**src/rtl/nsc_pkg.sv**
```systemverilog
package nsc_pkg;

    // Field widths fixed by the sentence format
    localparam int BYTE_W   = 8;
    localparam int LEN_W    = 7;
    localparam int NAME_LEN = 6;
    localparam int KINDS    = 5;

    // Special characters
    localparam logic [BYTE_W-1:0] CHAR_STAR = 8'h2A;
    localparam logic [BYTE_W-1:0] CHAR_LF   = 8'h0A;

    // Sentence kind codes on the result channel
    typedef enum logic [2:0] {
        KIND_OTHER = 3'd0,
        KIND_GGA   = 3'd1,
        KIND_GSA   = 3'd2,
        KIND_GSV   = 3'd3,
        KIND_RMC   = 3'd4,
        KIND_VTG   = 3'd5
    } t_kind;

    // Sentence names, first character in the top byte
    localparam logic [NAME_LEN*BYTE_W-1:0] KIND_NAMES [KINDS] = '{
        "$GNGGA", "$GNGSA", "$GPGSV", "$GNRMC", "$GNVTG"
    };

    // What the line tracker reports for the byte it just took
    typedef struct packed {
        logic             is_lf;
        logic             ok;
        t_kind            kind;
        logic [LEN_W-1:0] len;
    } t_line_result;

endpackage

```
**src/rtl/nmea_sentence_checksum_classifier.sv**
```systemverilog
// Channel   Direction  Handshake                 Payload
// in        request    i_in_valid / o_in_stall   i_rx_byte
// out       result     o_out_valid / i_out_stall o_checksum_ok, o_sentence_kind,
//                                                o_line_length
//
// One byte is taken every cycle unless a line feed stalls the input; the input
// register and the line tracker feed a result register, so o_out_valid rises
// at the edge on which the line feed leaves the input register. Only a line
// feed that finds the result register full and stalled holds the input;
// other bytes keep flowing. Reset clears the line state and both valid flags.
module nmea_sentence_checksum_classifier
    import nsc_pkg::*;
#(
    parameter int MAX_LINE = 120
) (
    input  logic              i_clk,
    input  logic              i_rst_n,
    input  logic              i_in_valid,
    output logic              o_in_stall,
    input  logic [BYTE_W-1:0] i_rx_byte,
    output logic              o_out_valid,
    input  logic              i_out_stall,
    output logic              o_checksum_ok,
    output logic [2:0]        o_sentence_kind,
    output logic [LEN_W-1:0]  o_line_length
);

    logic              r_in_valid;
    logic [BYTE_W-1:0] r_in_byte;
    logic              r_out_valid;
    logic              r_ok;
    t_kind             r_kind;
    logic [LEN_W-1:0]  r_len;

    t_line_result      res;
    logic              out_free;
    logic              step;
    logic              accept;

    nsc_line_core #(
        .MAX_LINE (MAX_LINE)
    ) u_core (
        .i_clk   (i_clk),
        .i_rst_n (i_rst_n),
        .i_step  (step),
        .i_byte  (r_in_byte),
        .o_res   (res)
    );

    // Handshake: a line feed waits for room in the result register
    assign out_free   = !r_out_valid || !i_out_stall;
    assign step       = r_in_valid && (!res.is_lf || out_free);
    assign o_in_stall = r_in_valid && !step;
    assign accept     = i_in_valid && !o_in_stall;

    // Input register
    always_ff @(posedge i_clk) begin
        if (!i_rst_n) begin
            r_in_valid <= 1'b0;
        end else if (accept) begin
            r_in_valid <= 1'b1;
        end else if (step) begin
            r_in_valid <= 1'b0;
        end
    end

    always_ff @(posedge i_clk) begin
        if (accept) begin
            r_in_byte <= i_rx_byte;
        end
    end

    // Result register
    always_ff @(posedge i_clk) begin
        if (!i_rst_n) begin
            r_out_valid <= 1'b0;
        end else if (step && res.is_lf) begin
            r_out_valid <= 1'b1;
        end else if (!i_out_stall) begin
            r_out_valid <= 1'b0;
        end
    end

    always_ff @(posedge i_clk) begin
        if (step && res.is_lf) begin
            r_ok   <= res.ok;
            r_kind <= res.kind;
            r_len  <= res.len;
        end
    end

    assign o_out_valid     = r_out_valid;
    assign o_checksum_ok   = r_ok;
    assign o_sentence_kind = r_kind;
    assign o_line_length   = r_len;

endmodule

```
**src/rtl/nsc_line_core.sv**
```systemverilog
module nsc_line_core
    import nsc_pkg::*;
#(
    parameter int MAX_LINE = 120
) (
    input  logic              i_clk,
    input  logic              i_rst_n,
    input  logic              i_step,
    input  logic [BYTE_W-1:0] i_byte,
    output t_line_result      o_res
);

    logic [LEN_W-1:0]  r_count, n_count;
    logic [BYTE_W-1:0] r_xor, n_xor;
    logic              r_par, n_par;
    logic [BYTE_W-1:0] r_recent [4];
    logic [BYTE_W-1:0] n_recent [4];
    logic [KINDS-1:0]  r_prefix, n_prefix;

    logic [KINDS-1:0]  prefix_upd;
    logic [BYTE_W-1:0] span_xor;
    logic              span_par;
    logic [BYTE_W-1:0] want;
    logic [LEN_W-1:0]  len;
    logic              is_lf;
    logic              ok;
    t_kind             kind;

    // Hex digit value; anything outside 0-9 and A-F counts as zero
    function automatic logic [3:0] hex_value(input logic [BYTE_W-1:0] c);
        logic [3:0] v;
        v = 4'd0;
        if (c >= "0" && c <= "9") begin
            v = 4'(c - "0");
        end else if (c >= "A" && c <= "F") begin
            v = 4'(c - "A" + 8'd10);
        end
        return v;
    endfunction

    assign is_lf = (i_byte == CHAR_LF);
    assign len   = r_count + LEN_W'(1);

    // Drop name candidates that disagree with this byte
    always_comb begin
        prefix_upd = r_prefix;
        if (r_count < LEN_W'(NAME_LEN)) begin
            for (int k = 0; k < KINDS; k++) begin
                if (i_byte != KIND_NAMES[k][BYTE_W*(NAME_LEN-1-int'(r_count[2:0])) +: BYTE_W])
                    prefix_upd[k] = 1'b0;
            end
        end
    end

    // Checksum over the span before the star
    always_comb begin
        span_xor = r_xor;
        span_par = r_par;
        for (int k = 0; k < 4; k++) begin
            span_xor = span_xor ^ r_recent[k];
            span_par = span_par ^ r_recent[k][BYTE_W-1];
        end
        want = {hex_value(r_recent[1]), hex_value(r_recent[2])};
        ok   = (r_count >= LEN_W'(NAME_LEN - 1)) && (r_recent[0] == CHAR_STAR)
               && !span_par && (span_xor == want);
    end

    // First surviving candidate names the sentence
    always_comb begin
        kind = KIND_OTHER;
        if (ok) begin
            for (int k = KINDS - 1; k >= 0; k--) begin
                if (prefix_upd[k])
                    kind = t_kind'(k + 1);
            end
        end
    end

    assign o_res = '{is_lf: is_lf, ok: ok, kind: kind, len: len};

    // Next line state
    always_comb begin
        n_count  = r_count;
        n_xor    = r_xor;
        n_par    = r_par;
        n_recent = r_recent;
        n_prefix = r_prefix;
        if (i_step) begin
            if (is_lf || len >= LEN_W'(MAX_LINE)) begin
                n_count  = '0;
                n_xor    = '0;
                n_par    = 1'b0;
                n_recent = '{default: '0};
                n_prefix = '1;
            end else begin
                n_count  = len;
                n_prefix = prefix_upd;
                if (r_count != '0) begin
                    n_xor = r_xor ^ i_byte;
                    n_par = r_par ^ i_byte[BYTE_W-1];
                end
                n_recent[0] = r_recent[1];
                n_recent[1] = r_recent[2];
                n_recent[2] = r_recent[3];
                n_recent[3] = i_byte;
            end
        end
    end

    always_ff @(posedge i_clk) begin
        if (!i_rst_n) begin
            r_count  <= '0;
            r_xor    <= '0;
            r_par    <= 1'b0;
            r_recent <= '{default: '0};
            r_prefix <= '1;
        end else begin
            r_count  <= n_count;
            r_xor    <= n_xor;
            r_par    <= n_par;
            r_recent <= n_recent;
            r_prefix <= n_prefix;
        end
    end

endmodule
```
**config.mk**
```make
export PLATFORM = sky130hd
export DESIGN_NAME = nmea_sentence_checksum_classifier
export DESIGN_NICKNAME = d
export VERILOG_FILES = /design/src/rtl/nsc_pkg.sv /design/src/rtl/nmea_sentence_checksum_classifier.sv /design/src/rtl/nsc_line_core.sv
export SDC_FILE = /design/constraint.sdc
export NUM_CORES = 1
export LEC_CHECK = 0
export BUFFER_PORTS_ARGS = -buffer_cell sky130_fd_sc_hd__clkbuf_2
export CORE_MARGIN = 1
export CORE_UTILIZATION = 42
export CTS_CLUSTER_SIZE = 14
export DETAILED_ROUTE_END_ITERATION = 10
export PLACE_DENSITY_LB_ADDON = 0.3
export SKIP_LAST_GASP = 1
export SLEW_MARGIN = 5
export SYNTH_ARGS = -nofsm -noshare
export SYNTH_HDL_FRONTEND = slang
export SYNTH_SLANG_ARGS = --single-unit
```
**constraint.sdc**
```tcl
create_clock -name i_clk -period 6.7 [get_ports i_clk]
set_input_delay 1.005 -clock i_clk [delete_from_list [all_inputs] [get_ports i_clk]]
set_output_delay 1.005 -clock i_clk [all_outputs]
set_load 0.02 [all_outputs]
```
## Yosys cells after proc, flatten, opt, wreduce, memory -nomap -nowiden

Index checks and enable logic that the tools add are counted.

| cells by class | value |
|---|---|
| shift-type cells | 5 |
| add/subtract/negate cells | 8 |
| bitwise logic cells | 11 |
| $lt $le $gt $ge | 11 |
| divide/modulo/power cells | 0 |
| reduce and logical (&&, ||, !) cells | 26 |
| multipliers | 0 |
| muxes and demuxes | 26 |
| eq/ne operators | 9 |

Operators by type and width:

| cell | number |
|---|---|
| indexed part select 48 x 7 -> 8 bit (first input constant) | 5 |
| inequality test 8 bit | 5 |
| bitwise XOR 8 bit | 5 |
| 2-to-1 mux 32 bit | 1 |
| greater-or-equal comparator 8 x 6 -> 1 bit (second input constant) | 2 |
| greater-or-equal comparator 8 x 7 -> 1 bit (second input constant) | 2 |
| less-or-equal comparator 8 x 6 -> 1 bit (second input constant) | 2 |
| less-or-equal comparator 8 x 7 -> 1 bit (second input constant) | 2 |
| 2-to-1 mux 4 bit | 4 |
| 2-to-1 mux 8 bit | 2 |
| subtractor 4 x 1 -> 4 bit (second input constant) | 4 |
| 2-to-1 mux 1 bit | 12 |
| logical AND 1 bit | 11 |
| 2-to-1 mux 5 bit | 2 |
| adder 4 bit (second input constant) | 2 |
| equality test 8 x 4 -> 1 bit (second input constant) | 1 |
| equality test 8 x 6 -> 1 bit (second input constant) | 1 |
| equality test 8 bit | 1 |
| adder 7 x 1 -> 7 bit (second input constant) | 1 |
| greater-or-equal comparator 7 x 3 -> 1 bit (second input constant) | 1 |
| greater-or-equal comparator 7 bit (second input constant) | 1 |
| < comparator 7 x 3 -> 1 bit (second input constant) | 1 |
| 2-to-1 mux 7 bit | 1 |
| nonzero test 7 bit | 1 |
| 12 further kinds | 26 |

| storage, ports and cells | value |
|---|---|
| register bits | 74 |
| bits in latches | 0 |
| RAM bits | 0 |
| output and inout bits | 13 |
| memories kept | 0 |
| logic and storage cells | 112 |
| input port bits | 12 |
| ROM bits | 0 |

## Longest topological paths before layout

| depth | value |
|---|---|
| depth in word-level cells | 10 |
| depth in mapped cells | 14 |
| mapped depth without buffers | 9 |

## Modules after synthesis

A second synthesis with hierarchy kept.

| second synthesis, totals | value |
|---|---|
| cells, all modules | 497 |
| area total of the unflattened synthesis | 4365.4 µm² |

Modules (own cells, without submodules):

| module | area each (µm²) | sequential area each (µm²) | cells an instance | instances |
|---|---|---|---|---|
| nsc_line_core | 3699.8 | 1061.0 | 467 | 1 |
| nmea_sentence_checksum_classifier | 665.6 | 610.6 | 30 | 1 |

## Worst setup path before layout

Ideal clock, no wire load.

| timing | value |
|---|---|
| path type | register to register |
| from | register u_core.r_count[1] |
| to | register r_kind[2] (netlist: o_sentence_kind[2]), data pin |
| slack | 3.032 ns |
| setup time | 0.267 ns |
| stages on the path, launching flop included | 14 |
| buffers on the path | 4 |
| arrival | 3.402 ns |
| path through | dfxtp_1 clkbuf_1 clkbuf_1 clkbuf_1 inv_1 ha_1 clkbuf_1 nor3b_1 mux4_2 a21oi_1 or4b_1 o31ai_1 and2_1 nor4b_2 |

| on the way | value |
|---|---|
| cells in the longest elaborated chain, start to end | 7 |
| elaborated cells on any way between the ends | 26 |

Ends and longest elaborated chain:

| what | line | text |
|---|---|---|
| from (decl) | nsc_line_core.sv:13 | `logic [LEN_W-1:0] r_count, n_count;` |
| from (signal assigned) | nsc_line_core.sv:118 | `r_count <= n_count;` |
| subtractor 3 x 3 -> 4 bit | nsc_line_core.sv:49 | `if (i_byte != KIND_NAMES[k][BYTE_W*(NAME_LEN-1-int'(r_count[2:0])) +: BYTE_W])` |
| indexed part select 48 x 7 -> 8 bit | nsc_line_core.sv:49 |  |
| inequality test 8 bit | nsc_line_core.sv:49 |  |
| 2-to-1 mux 1 bit | nsc_line_core.sv:49 |  |
| 2-to-1 mux 5 bit | nsc_line_core.sv:47 | `if (r_count < LEN_W'(NAME_LEN)) begin` |
| 2-to-1 mux 3 bit (2 in series) | nsc_line_core.sv:73 | `if (prefix_upd[k])` |
| to (signal assigned) | nmea_sentence_checksum_classifier.sv:87 | `r_kind <= res.kind;` |
| to (decl) | nmea_sentence_checksum_classifier.sv:32 | `t_kind r_kind;` |

Parallel ways exist; a longest one is shown, timed or not.
A chain may end at the register's enable or synchronous reset.

## Worst setup path in the final report

Ends and elaborated chain as after synthesis.

==> results summary <==
The total negative setup slack is 0 ns. The I/O pin count came out at 25. The total power is around 0.00094 W. Sorting the synthesized cells by area gives the leading types as sky130_fd_sc_hd__dfxtp_1 26%, sky130_fd_sc_hd__edfxtp_1 13%, sky130_fd_sc_hd__xnor2_1 9.5%. The synthesized design contains 19 enable-type register cells.

The latest clock arrival within the worst-skew pair is roughly 0.35 ns. The clock input transition at the sequential cells of the worst setup and hold paths came out at 0.08 ns. The flow ran to the end, and the final reports show no timing, DRC or antenna violations. The post-layout utilization of the core is a little under half.

STA classifies the critical path startpoint as a register. The async set-or-reset flop fraction in the synthesized netlist is 0%. The cell leakage power is between 1.5 and 2 nW. The top cell types in the final layout, fill and taps aside, are 87 x sky130_fd_sc_hd__nand2_1, 55 x sky130_fd_sc_hd__dfxtp_1, 46 x sky130_fd_sc_hd__xnor2_1.

Leaving out fill and tap cells, the most frequent cell in the layout is sky130_fd_sc_hd__nand2_1. The total global routing overflow is 0. Of all cell types, the one taking the most synthesized area is sky130_fd_sc_hd__dfxtp_1. The post-route netlist has a little under an eighth of its cells at a drive strength greater than 1. The die covers about 0.010 mm^2. The worst-path maximum fanout is 30. Summed over all nets, the switching power comes to about 0.00025 W. The number of buffers between clock root and the deepest sink is 2. The pre-CTS setup slack came out at 3.318 ns.

The data arrival time of the worst path is between 3 and 4 ns. The sequential share of the synthesized area came out at about two fifths. The number of buffers inserted to repair setup after CTS is 0. The region available for standard cell placement spans 0.009774 mm^2. Setup repair after global routing left no endpoint under its margin. The worst reg2reg path depth is 10. Derived from the worst setup path, the maximum achievable clock frequency is between 0.2 and 0.3 GHz.

The growth of design area from synthesis to finish is 9.645%. The class of the tightest hold or removal check is reg -> reg. Once the floorplan was initialized, standard cells occupied a little over two fifths of the core. At the worst endpoint, the required time is 6.78 ns. The classification of the worst setup path is reg -> reg. At the end of the flow, the number of nets in the layout was 525.

Dividing total power by cell area gives a power density of 202.2 mW/mm^2. The number of nets with antenna violations after routing is 0. The number of antenna repair diodes is 0. The worst path meets setup with roughly 3.2 ns of slack. The combinational group share of total power is a little over a tenth. The number of vias after detailed routing is 3469.

The cell area after synthesis is approximately 0.0042 mm^2. The number of global-route vias before repair came to 3197. Counting the buffers created by CTS gives 9.

The max capacitance violation total is 0. The clock network is responsible for ~37% of the overall power. Setup violations remaining at the end of the flow were counted as 0. The switching share of power came out at 26.85%. The number of pins with negative max-slew slack in the final report is 0. The number of antenna violations at the first check in global routing came out at 0. The count of standard-cell rows came out at 36. The congestion estimate from routability-driven global placement came to 0.8902.

Once the clock tree was built, the resizer swapped 0 gates to a different size. IR analysis of the VDD net gives a maximum drop of around 0.094 mV. The clock net sink count is between 70 and 80.

TritonCTS built the clock tree. On the final layout, the worst hold slack is approximately 0.48 ns. The number of nets in the synthesized netlist is approximately 520. The worst-case clock skew is 0.009087 ns. The flip-flop cell with the highest count after synthesis is sky130_fd_sc_hd__dfxtp_1. The worst path uses between 50% and 60% of the clock period. The transition time at the pin with the least slew margin came out at 0.9206 ns. The total routing resource utilization after global routing is approximately a fifth. Synthesis handed over a netlist of slightly below 500 instances. Clock tree synthesis selected as its root buffer the cell sky130_fd_sc_hd__clkbuf_8.

The chip width came out at about 100 um. The worst setup path is captured at a register. The DRC violation total after the first TritonRoute iteration is roughly 170. The final critical path time including I/O delays and setup is about 3.5 ns. The cell-internal power came out at a little under 0.0007 W. In this run, synthesis produced a sequential element count of 74.

The via density per instance came out at around 5.4. The count of final hold-check violations came out at 0. The average instance area after synthesis came out at 8.596 um^2. The global-route wire length before repair is 15.59 mm. The wire length per cell after detailed routing is roughly 15 um. The area share of the leading cell type in the synthesized netlist came out at 26.04%. The height of the chip is roughly 100 um.

The Yosys step of the flow raised 0 warnings. The first detailed-routing pass took 5 iterations. The detailed placement HPWL is 6.578 mm.

The H-tree was split into 3 levels. The count of input and output buffers is 24. The maximum number of pins on one net before global-route repair is around 50. The total length of routed wires came out at approximately 9.4 mm.

The max-slew headroom at the worst pin came out at approximately two fifths. The synthesized netlist contains 60 unique library cells. The worst hold path was traced through 2 stages. Sequential cells account for 52.7% of the total power. For this run, design rule violations remaining after detail routing come to 0. Fill cells in the final layout number just under 1000. For this design, the CTS-stage hold fixing added 0 buffers.
registers in the layout, indices dropped and copies added, names as in the netlist, 3 cells and up:
register and cells:
u_core.r_prefix 5, r_in_byte 8, u_core.r_recent 32, o_line_length 7, u_core.r_xor 8, u_core.r_count 7
o_sentence_kind 3
cells by family after synthesis:
group / share of synthesized area [%]
and+or+nand+nor: 22.46
AOI/OAI and AO/OA: 15.56
DFF: 39.53
xor gates and xnor gates: 13.67
buffers and inverters: 3.905
adders and majority gates: 3.846
muxes: 1.035
cell type report:
type                            count  area, um^2  area share [%]
Multi-Input combinational cell    374        2407           51.92
Tap cell                          133       166.4           3.589
Inverter                           13       48.80           1.052
Sequential cell                    74        1672           36.05
Clock inverter                      7       68.82           1.484
Timing Repair Buffer               28       150.1           3.238
Clock buffer                        9       123.9           2.671
critical path, stage by stage, from the launching register on:
cell	delay [ns]
sky130_fd_sc_hd__dfxtp_1	0.31
sky130_fd_sc_hd__buf_4	0.28
sky130_fd_sc_hd__inv_1	0.13
sky130_fd_sc_hd__ha_1	0.63
sky130_fd_sc_hd__a21o_1	0.23
sky130_fd_sc_hd__nor3_1	0.06
sky130_fd_sc_hd__o31ai_1	0.32
sky130_fd_sc_hd__or4b_1	0.54
sky130_fd_sc_hd__o31ai_1	0.36
sky130_fd_sc_hd__and2_1	0.25
sky130_fd_sc_hd__nor4b_2	0.07
cells in the mapped netlist, drive strengths merged (2+ instances only):
library cell / n
nand3b: 3
nor3b: 3
nor4bb: 4
o21ai: 14
a211oi: 4
buf: 4
a21o: 2
a211o: 3
nor4b: 6
ha: 13
o21bai: 3
or4b: 2
nor2b: 4
nor4: 2
o211ai: 2
a31oi: 5
o21a: 5
or4: 2
xnor2: 46
dfxtp: 55
o2111ai: 2
a21oi: 45
a32oi: 4
a22oi: 2
nor3: 8
edfxtp: 19
o31ai: 4
nand4b: 2
nand2: 87
or2: 2
clkbuf: 27
nand3: 14
and3: 3
inv: 13
nand4: 2
nand2b: 8
xor2: 17
a21boi: 2
nor2: 35
worst paths after layout:
check | start | end | slack [ns]
setup reg to reg | u_core.r_count[1]$_SDFFE_PN0P_ | o_sentence_kind[2]$_SDFFCE_PP0P_ | 3.24
hold reg to reg | u_core.r_recent[3]$_SDFFE_PN0P_ | u_core.r_recent[11]$_SDFFE_PN0P_ | 0.48
hold / removal | u_core.r_recent[3]$_SDFFE_PN0P_ | u_core.r_recent[11]$_SDFFE_PN0P_ | 0.48
setup / recovery | u_core.r_count[1]$_SDFFE_PN0P_ | o_sentence_kind[2]$_SDFFCE_PP0P_ | 3.24
layer usage:
layer / share of wire, % / vias up / global-route usage, %
li1: - / 1721 / -
met1: 48 / 1646 / 27.06
met2: 44 / 85 / 29.79
met3: 5.1 / 17 / 2.804
met4: 2.4 / 0 / 8.791
met5: 0 / - / 0
power groups by stage:
stage | combinational (W) | clock, W | sequential [W]
4_1_cts | 0.000101 | 0.000347 | 0.000494
3_3_place_gp | 0.0000990 | 0 | 0.000504
2_1_floorplan | 0.0000886 | 0 | 0.000489
5_1_grt | 0.000112 | 0.000368 | 0.000497
3_5_place_dp | 0.000101 | 0 | 0.000504
6_report | 0.000101 | 0.000342 | 0.000495
stage by stage:
stage               cell area (um^2)  std cells
finish                          4637        638
global route                    4637        638
CTS                             4637        638
detailed placement              4444        622
global placement                4444        622
floorplan                       4229        492
No activity file was read; power rests on OpenSTA's default activity.
